### src/rtl/csi_pkg.sv
// Shared types, constants and helpers of the constrained spline interpolator.
`default_nettype none
package csi_pkg;
    localparam int unsigned DATA_W = 32;
    localparam int unsigned WIDE_W = 64;
    localparam logic [WIDE_W-1:0] LIM62 = 64'h3FFF_FFFF_FFFF_FFFF;
    localparam logic [WIDE_W-1:0] LIM31 = 64'h0000_0000_7FFF_FFFF;

    // Item codes.
    localparam logic CMD_WRITE = 1'b0;
    localparam logic CMD_QUERY = 1'b1;

    // Configuration register indexes.
    localparam logic [0:0] REG_TRIM  = 1'b0;
    localparam logic [0:0] REG_COUNT = 1'b1;

    // One queued item between the front and the back.
    typedef struct packed {
        logic        command;
        logic [3:0]  knot_index;
        logic [31:0] knot_x;
        logic [31:0] knot_y;
        logic [31:0] query_x;
    } item_t;

    // Clamp a wide signed value to +-lim.
    function automatic logic signed [WIDE_W-1:0] clamp_sym(
        input logic signed [WIDE_W+1:0] v,
        input logic [WIDE_W-1:0] lim
    );
        logic signed [WIDE_W+1:0] hi;
        logic signed [WIDE_W+1:0] lo;
        hi = $signed({2'b00, lim});
        lo = -hi;
        if (v > hi)
            clamp_sym = hi[WIDE_W-1:0];
        else if (v < lo)
            clamp_sym = lo[WIDE_W-1:0];
        else
            clamp_sym = v[WIDE_W-1:0];
    endfunction
endpackage
`default_nettype wire

### src/rtl/csi_if.sv
// Valid/ready channel interfaces of the spline interpolator.
`default_nettype none
interface csi_in_if;
    logic        valid;
    logic        ready;
    logic        command;
    logic [3:0]  knot_index;
    logic signed [31:0] knot_x;
    logic signed [31:0] knot_y;
    logic signed [31:0] query_x;
    modport source (output valid, command, knot_index, knot_x, knot_y, query_x,
                    input ready);
    modport sink (input valid, command, knot_index, knot_x, knot_y, query_x,
                  output ready);
endinterface

`default_nettype wire

### src/rtl/csi_front.sv
// Front part: accepts items and queues them for the evaluation engine.
`default_nettype none
module csi_front #(
    parameter int unsigned QUEUE_DEPTH = 2
) (
    input  wire          clk,
    input  wire          rst_n,
    csi_in_if.sink       in_ch,
    output logic         item_valid,
    output csi_pkg::item_t item,
    input  wire          item_take
);
    localparam int unsigned PTR_W = $clog2(QUEUE_DEPTH);
    csi_pkg::item_t q_reg [QUEUE_DEPTH];
    logic [PTR_W-1:0] wr_reg;
    logic [PTR_W-1:0] rd_reg;
    logic [PTR_W:0]   cnt_reg;
    logic push;
    logic pop;

    assign in_ch.ready = (cnt_reg != QUEUE_DEPTH[PTR_W:0]);
    assign push = in_ch.valid && in_ch.ready;
    assign pop  = item_take && item_valid;
    assign item_valid = (cnt_reg != '0);
    assign item = q_reg[rd_reg];

    // Short queue between the two parts.
    always_ff @(posedge clk or negedge rst_n)
    begin
        if (!rst_n)
        begin
            wr_reg  <= '0;
            rd_reg  <= '0;
            cnt_reg <= '0;
        end
        else
        begin
            if (push)
                wr_reg <= (wr_reg == PTR_W'(QUEUE_DEPTH - 1)) ? '0 : wr_reg + 1'b1;
            if (pop)
                rd_reg <= (rd_reg == PTR_W'(QUEUE_DEPTH - 1)) ? '0 : rd_reg + 1'b1;
            cnt_reg <= cnt_reg + (push ? 1'b1 : 1'b0) - (pop ? 1'b1 : 1'b0);
        end
    end

    always_ff @(posedge clk)
    begin
        if (push)
        begin
            q_reg[wr_reg].command    <= in_ch.command;
            q_reg[wr_reg].knot_index <= in_ch.knot_index;
            q_reg[wr_reg].knot_x     <= in_ch.knot_x;
            q_reg[wr_reg].knot_y     <= in_ch.knot_y;
            q_reg[wr_reg].query_x    <= in_ch.query_x;
        end
    end

    assert property (@(posedge clk) disable iff (!rst_n)
        cnt_reg <= QUEUE_DEPTH[PTR_W:0])
        else $error("item queue overflow");
    assert property (@(posedge clk) disable iff (!rst_n)
        (push && !pop) |=> cnt_reg == $past(cnt_reg) + 1'b1)
        else $error("item queue count slip");
endmodule
`default_nettype wire

### src/flat_wrapper.sv
// flat-port wrapper written by rule: the top's interface ports become plain ports
module csi_front_flat 
#(
    parameter int unsigned QUEUE_DEPTH = 2
)
  (clk, rst_n, item_valid, item, item_take, in_ch_valid, in_ch_command, in_ch_knot_index, in_ch_knot_x, in_ch_knot_y, in_ch_query_x, in_ch_ready);
  csi_in_if in_ch_i ();
  input  wire clk;
  input  wire rst_n;
  output logic item_valid;
  output csi_pkg::item_t item;
  input  wire item_take;
  input wire logic [$bits(in_ch_i.valid)-1:0] in_ch_valid;
  input wire logic [$bits(in_ch_i.command)-1:0] in_ch_command;
  input wire logic [$bits(in_ch_i.knot_index)-1:0] in_ch_knot_index;
  input wire logic [$bits(in_ch_i.knot_x)-1:0] in_ch_knot_x;
  input wire logic [$bits(in_ch_i.knot_y)-1:0] in_ch_knot_y;
  input wire logic [$bits(in_ch_i.query_x)-1:0] in_ch_query_x;
  output wire logic [$bits(in_ch_i.ready)-1:0] in_ch_ready;
  assign in_ch_i.valid = in_ch_valid;
  assign in_ch_i.command = in_ch_command;
  assign in_ch_i.knot_index = in_ch_knot_index;
  assign in_ch_i.knot_x = in_ch_knot_x;
  assign in_ch_i.knot_y = in_ch_knot_y;
  assign in_ch_i.query_x = in_ch_query_x;
  assign in_ch_ready = in_ch_i.ready;
  csi_front #(.QUEUE_DEPTH(QUEUE_DEPTH)) u_core (.clk(clk), .rst_n(rst_n), .in_ch(in_ch_i), .item_valid(item_valid), .item(item), .item_take(item_take));
endmodule
### config.mk
export PLATFORM = sky130hd
export DESIGN_NAME = csi_front_flat
export DESIGN_NICKNAME = d
export VERILOG_FILES = /design/src/rtl/csi_pkg.sv /design/src/rtl/csi_if.sv /design/src/rtl/csi_front.sv /design/src/flat_wrapper.sv
export SDC_FILE = /design/constraint.sdc
export NUM_CORES = 1
export LEC_CHECK = 0
export BUFFER_PORTS_ARGS = -buffer_cell sky130_fd_sc_hd__buf_2
export CORE_UTILIZATION = 47
export CTS_CLUSTER_DIAMETER = 120
export DETAILED_ROUTE_END_ITERATION = 6
export GPL_TIMING_DRIVEN = 1
export HOLD_SLACK_MARGIN = 0.1
export PLACE_DENSITY = 0.8
export SYNTH_ARGS = -nofsm -noshare
export SYNTH_HDL_FRONTEND = slang
export SYNTH_SLANG_ARGS = --single-unit
### constraint.sdc
create_clock -name clk -period 5.2 [get_ports clk]
set_input_delay 0.52 -clock clk [delete_from_list [all_inputs] [get_ports clk]]
set_output_delay 0.52 -clock clk [all_outputs]
set_load 0.01 [all_outputs]
==> flow_metrics.tcl, run 1 <==
set metrics [dict create \
    cts_setup_buffers 0 \
    avgSynthCellArea_um2 23.48 \
    fmax_ghz 0.3171 \
    max-slew-margin-rel_pct 36.10 \
    dr_wl_met3_um 956 \
    period_share_pct 60.64 \
    drt-initial-drc-count 213 \
    hold_viol_final 0 \
    cts.repair.resized 0 \
    die_area_um2 17150 \
    fin_crit_ns 3.153 \
    fin_hold_ws_ns 0.2267 \
    fin_setup_tns_ns 0 \
    seq_area_frac_synth_pct 78.87 \
    ios 208 \
    synth_edf_count 202 \
    grt_max_degree 73 \
    ys_seq_elements 206 \
    numPortBuffers 207 \
    ys_top_cells_by_area "edfxtp_1 (78%), mux2_4 (15%), mux2_2 (3.0%), dfrtp_1 (1.3%), buf_6 (1.2%)" \
    cts_buffers 21 \
    critPathArrivalTime_ns 2.63 \
    hpwl_um 9020 \
    clkTransAtPathRegs_ns 0.06 \
    grt_pass1_vias 3998 \
    synth.most_common_cell "edfxtp_1" \
    finalSetupViolations 0 \
    wl_per_cell_um 17.09 \
    cts_root_buf "clkbuf_16" \
    leakagePower_nw 3.853 \
    area_growth_pct 23.69 \
    antenna_found_initial 1 \
    synth_top_area_share_pct 77.59 \
    fp.coreArea_um2 16060 \
    synth_flop_cell "edfxtp_1" \
    netlist_instances 333 \
    yosys_warnings 0 \
    clk-insertion-delay-late_ns 0.48 \
    drt_pass1_iterations 6 \
    synthArstFlopShare_pct 1.942 \
    synth_common_cells "edfxtp_1 (202), mux2_4 (80), mux2_2 (21), buf_6 (8), dfrtp_1 (4)" \
    num_rows 46 \
    post_route_cells_drive_above_1_share_pct 60.39 \
    gp_congestion 0.6860 \
    largest_register_ffs 202 \
    drv_cap 0 \
    syn_nets 440 \
    antenna_cells 0 \
    cts_tree "yes" \
    slew_viol_final 0 \
    worst_slew_pin_slew_ns 0.9585 \
    synth_area_um2 7817 \
    fill_cells 1188 \
    cts_hold_buf 1 \
    synthDistinctLibCells 17 \
    highest_layer "met4" \
    wl_met1_um 5123 \
    routed_wl_um 13400 \
    h-tree-depth 1 \
    ant_nets 0 \
    cts_sinks 206 \
    final_nets 664 \
    cp-start-kind "flop" \
    status "finished, final reports clean" \
    dr_wl_met2_um 6957 \
    rsz0062_at_grt "false" \
    required_ns 4.68 \
    start_util_pct 48.68 \
    routed_via_density 4.814 \
    crit_path_end_kind "output pin" \
    critical_path_class "flop to output pin" \
    worstHoldPathType "input pin to flop" \
    p_per_area_nw_per_um2 559.6 \
    grt_pass1_wl_um 19580 \
    cp_max_fo 52 \
    post-route-drc-count 0 \
    overflow 0 \
    synth_area_leader_cell "edfxtp_1" \
    ir_drop_mv 0.3989 \
    clk_path_buf_depth 3 \
    dr_total_vias 3774 \
    clock_skew_ns 0.007357 \
    die_w_um 131.0 \
    grt.total_usage_pct 15.29 \
    fp.dieH_um 131.0 \
]
## cell families (layout without fill, tap and decap cells)
family	count (synthesis)	after routing	synth area share (%)
adder cells (fa/ha/maj)	2	2	0.3201
multiplexers	101	101	18.39
flip-flops	206	206	78.87
buffers and inverters	14	249	1.521
XOR/XNOR	4	4	0.4482
AND/OR/NAND/NOR	6	6	0.4482
## through the flow
| step | cell area, um2 | setup slack (ns) | instances | util [%] | power [W] |
|---|---|---|---|---|---|
| 2_1_floorplan | 7820 | 1.478 | 333 | - | 0.003656 |
| 3_3_place_gp | 9075 | 2.566 | 749 | 56.51 | 0.004129 |
| 3_5_place_dp | 9075 | 2.505 | 749 | 56.51 | 0.004195 |
| 4_1_cts | 9669 | 1.980 | 784 | 60.22 | 0.005502 |
| 5_1_grt | 9669 | 1.913 | 784 | 60.22 | 0.005687 |
| 6_report | 9669 | 2.047 | 784 | 60.22 | 0.005411 |
## path summary, 6_finish.rpt
check                                  start             endpoint  slack, ns  cells after the start
max                            u_core.rd_reg             item[50]       2.05                      3
min                         in_ch_knot_x[25]  u_core.q_reg[0][89]       0.23                      1
max reg2reg                u_core.cnt_reg[1]  u_core.q_reg[1][45]       2.88                      3
min reg2reg                u_core.cnt_reg[1]    u_core.cnt_reg[1]       0.55                      1
max in group asynchronous              rst_n        u_core.rd_reg       4.67                      2
min in group asynchronous              rst_n    u_core.cnt_reg[1]       0.40                      2
## final cells by class
| cell class | count | area [um2] | share of cell area [%] |
|---|---|---|---|
| inverter | 3 | 11.26 | 0.1165 |
| timing repair buffer | 212 | 1089 | 11.26 |
| clock buffer | 27 | 548.0 | 5.668 |
| multi-input combinational | 113 | 1545 | 15.98 |
| sequential | 206 | 6170 | 63.81 |
| tap | 216 | 270.3 | 2.795 |
| clock inverter | 7 | 36.28 | 0.3753 |
## cell usage in the layout, fill, tap and decap left out, types with 2 or more instances in the layout
master     netlist  final
buf_4            1      3
ha_1             2      2
clkbuf_16        0     21
clkbuf_1         0      6
clkinv_1         0      2
dfrtp_1          4      3
edfxtp_1       202    202
inv_1            3      3
mux2_2          21     21
mux2_4          80     80
xnor2_1          3      3
clkinv_2         0      4
buf_2            2    207
## routing by layer
layer  vias to the layer above  track usage, %
li1                       1767               -
met1                      1826           17.30
met2                       147           26.92
met3                        34           4.682
met4                         0           6.288
met5                         -               0
## worst max-delay path: stages (launching register included)
cell     delay [ns]
dfrtp_4        1.06
buf_4          0.57
mux2_4         0.35
buf_2          0.14
## report_power, final
part           internal [W]  switching [W]  total (W)
logic              0.000869       0.000776    0.00164
clock network      0.000739       0.000549    0.00129
registers           0.00227       0.000204    0.00248
Note: power is estimated with default switching activity, not from simulation.
==> run 2: changes to the inputs <==
Settings changed: PLACE_DENSITY 0.8 to 0.77.
Clock period 5.2 ns to 3.1 ns, I/O delays scaled along.
==> run 2 against run 1 <==
Effect of this change:
- design area grew 11%
- total power up 72%
- sequential power is 65% higher
- critical path depth unchanged
- hold slack lost 0.085 ns
- combinational power rose by 83%
- clock power increased by 71%
- cell count is 14% higher
- setup slack worse by 1.4 ns
- highest routed layer unchanged
- critical path type unchanged
- die area unchanged
- routed wire length up 15%
- count of clock-buffer cells in the layout did not move
==> flow_metrics.tcl, run 2 (same netlist as run 1, synthesis figures left out) <==
set metrics [dict create \
    status "finished, final reports clean" \
    cts_buffers 21 \
    holdPathEnd "u_core.rd_reg" \
    ff2ff_path_depth 3 \
    routed_wl_um 15440 \
    numPortBuffers 207 \
    cp_max_fo 37 \
    place_area_um2 9115 \
    largest_register_ffs 202 \
    period_share_pct 80.12 \
    cts_setup_buffers 0 \
    fin_ws_ns 0.6163 \
    critPathArrivalTime_ns 2.17 \
    die_w_um 131.0 \
    ios 208 \
    cts.repair.resized 0 \
    layout_commonest_cell "buf_2" \
    cts_hold_buf 102 \
    final_cell_mix "buf_2 (207), edfxtp_1 (202), dlygate4sd3_1 (102)" \
    clkTransAtPathRegs_ns 0.06 \
    min-delay-start "item_take" \
    drv_cap 0 \
    hold_depth 3 \
    clk_path_buf_depth 3 \
    pre_cts_ws_ns 1.115 \
    fmax_ghz 0.4026 \
    hpwl_um 9228 \
    final_nets 767 \
    drt-initial-drc-count 167 \
    antenna_found_initial 0 \
    r2r_start "u_core.cnt_reg[1]" \
    highest_layer "met4" \
    required_ns 2.79 \
    r2r_end "u_core.q_reg[1][65]" \
    fin_setup_tns_ns 0 \
    drt_pass1_iterations 4 \
    r2r_setup_slack_ns 1.17 \
    grt_pass1_wl_um 22490 \
    post_route_cells_drive_above_1_share_pct 51.41 \
    worstHoldPathType "input pin to flop" \
    crit_path_end_kind "output pin" \
    post-route-drc-count 0 \
    worst_slew_pin_slew_ns 0.8786 \
    wl_met1_um 6030 \
    clock_skew_ns 0.008315 \
    rsz0062_at_grt "false" \
    finalSetupViolations 0 \
    wl_per_cell_um 17.33 \
    critical_path_class "flop to output pin" \
    antenna_cells 0 \
    grt_max_degree 64 \
    ir_drop_mv 0.6146 \
    clk-insertion-delay-late_ns 0.48 \
    num_rows 46 \
    dr_wl_met2_um 8337 \
    die_area_um2 17150 \
    final_area_um2 10740 \
    area_growth_pct 37.42 \
    fp.dieH_um 131.0 \
    cts_tree "yes" \
    fin_crit_ns 2.484 \
    fp.coreArea_um2 16060 \
    routed_via_density 4.751 \
    grt_pass1_vias 4575 \
    start_util_pct 48.68 \
    cp-start-kind "flop" \
    gp_congestion 0.6730 \
    total_power_w 0.009316 \
    ant_nets 0 \
    crit_start "u_core.rd_reg" \
    cts_sinks 206 \
    grt.total_usage_pct 17.35 \
    h-tree-depth 1 \
    slew_viol_final 0 \
    leakagePower_nw 4.298 \
    max-slew-margin-rel_pct 41.43 \
    cts_root_buf "clkbuf_16" \
    dr_wl_met3_um 841 \
    p_per_area_nw_per_um2 867.2 \
    overflow 0 \
    dr_total_vias 4233 \
    hold_viol_final 0 \
]
## run 2: cell count changes in the layout (fill, tap and decap cells not counted), sizes merged
cell         delta
clkinvlp        +2
inv             +1
dlygate4sd3   +101
clkinv          +1
buf             +2
## run 2: report_power, final
part / switching, W / internal (W)
Sequential: 0.000284 / 0.00382
Clock: 0.000962 / 0.00125
Combinational: 0.00143 / 0.00157
Total: 0.00267 / 0.00664
## run 2: cell type report
class	count	area (um2)
clock buffer	27	548.0
clock inverter	11	58.81
fill	1044	5315
inverter	3	11.26
multi-input combinational	113	1545
sequential	206	6170
tap	216	270.3
timing repair buffer	315	2140
## run 2: how the worst max path moves through the flow
| stage | end | slack [ns] |
|---|---|---|
| floorplan | u_core.q_reg[0][0] | 0.50 |
| global placement | item[98] | 1.15 |
| detailed placement | item[37] | 1.11 |
| CTS | item[37] | 0.59 |
| global route | item[38] | 0.51 |
| finish | item[38] | 0.62 |
## run 2: through the flow
stage / hold slack [ns] / utilization [%] / cells
6_report: 0.1421 / 66.90 / 891
5_1_grt: 0.1231 / 66.90 / 891
4_1_cts: 0.1276 / 66.90 / 891
3_5_place_dp: 0.1179 / 56.76 / 751
3_3_place_gp: 0.1152 / 56.76 / 751
2_1_floorplan: 0.01441 / - / 333
## run 2: critical path, stage by stage (launching register included)
cell and delay (ns):
dfrtp_4 0.84, buf_4 0.36, mux2_4 0.33, buf_2 0.14
## run 2: per-layer routing
metal	global-route usage (%)	vias to the layer above
met3	3.664	24
met2	33.02	160
met4	5.477	0
met5	0	-
met1	19.20	2078
li1	-	1971
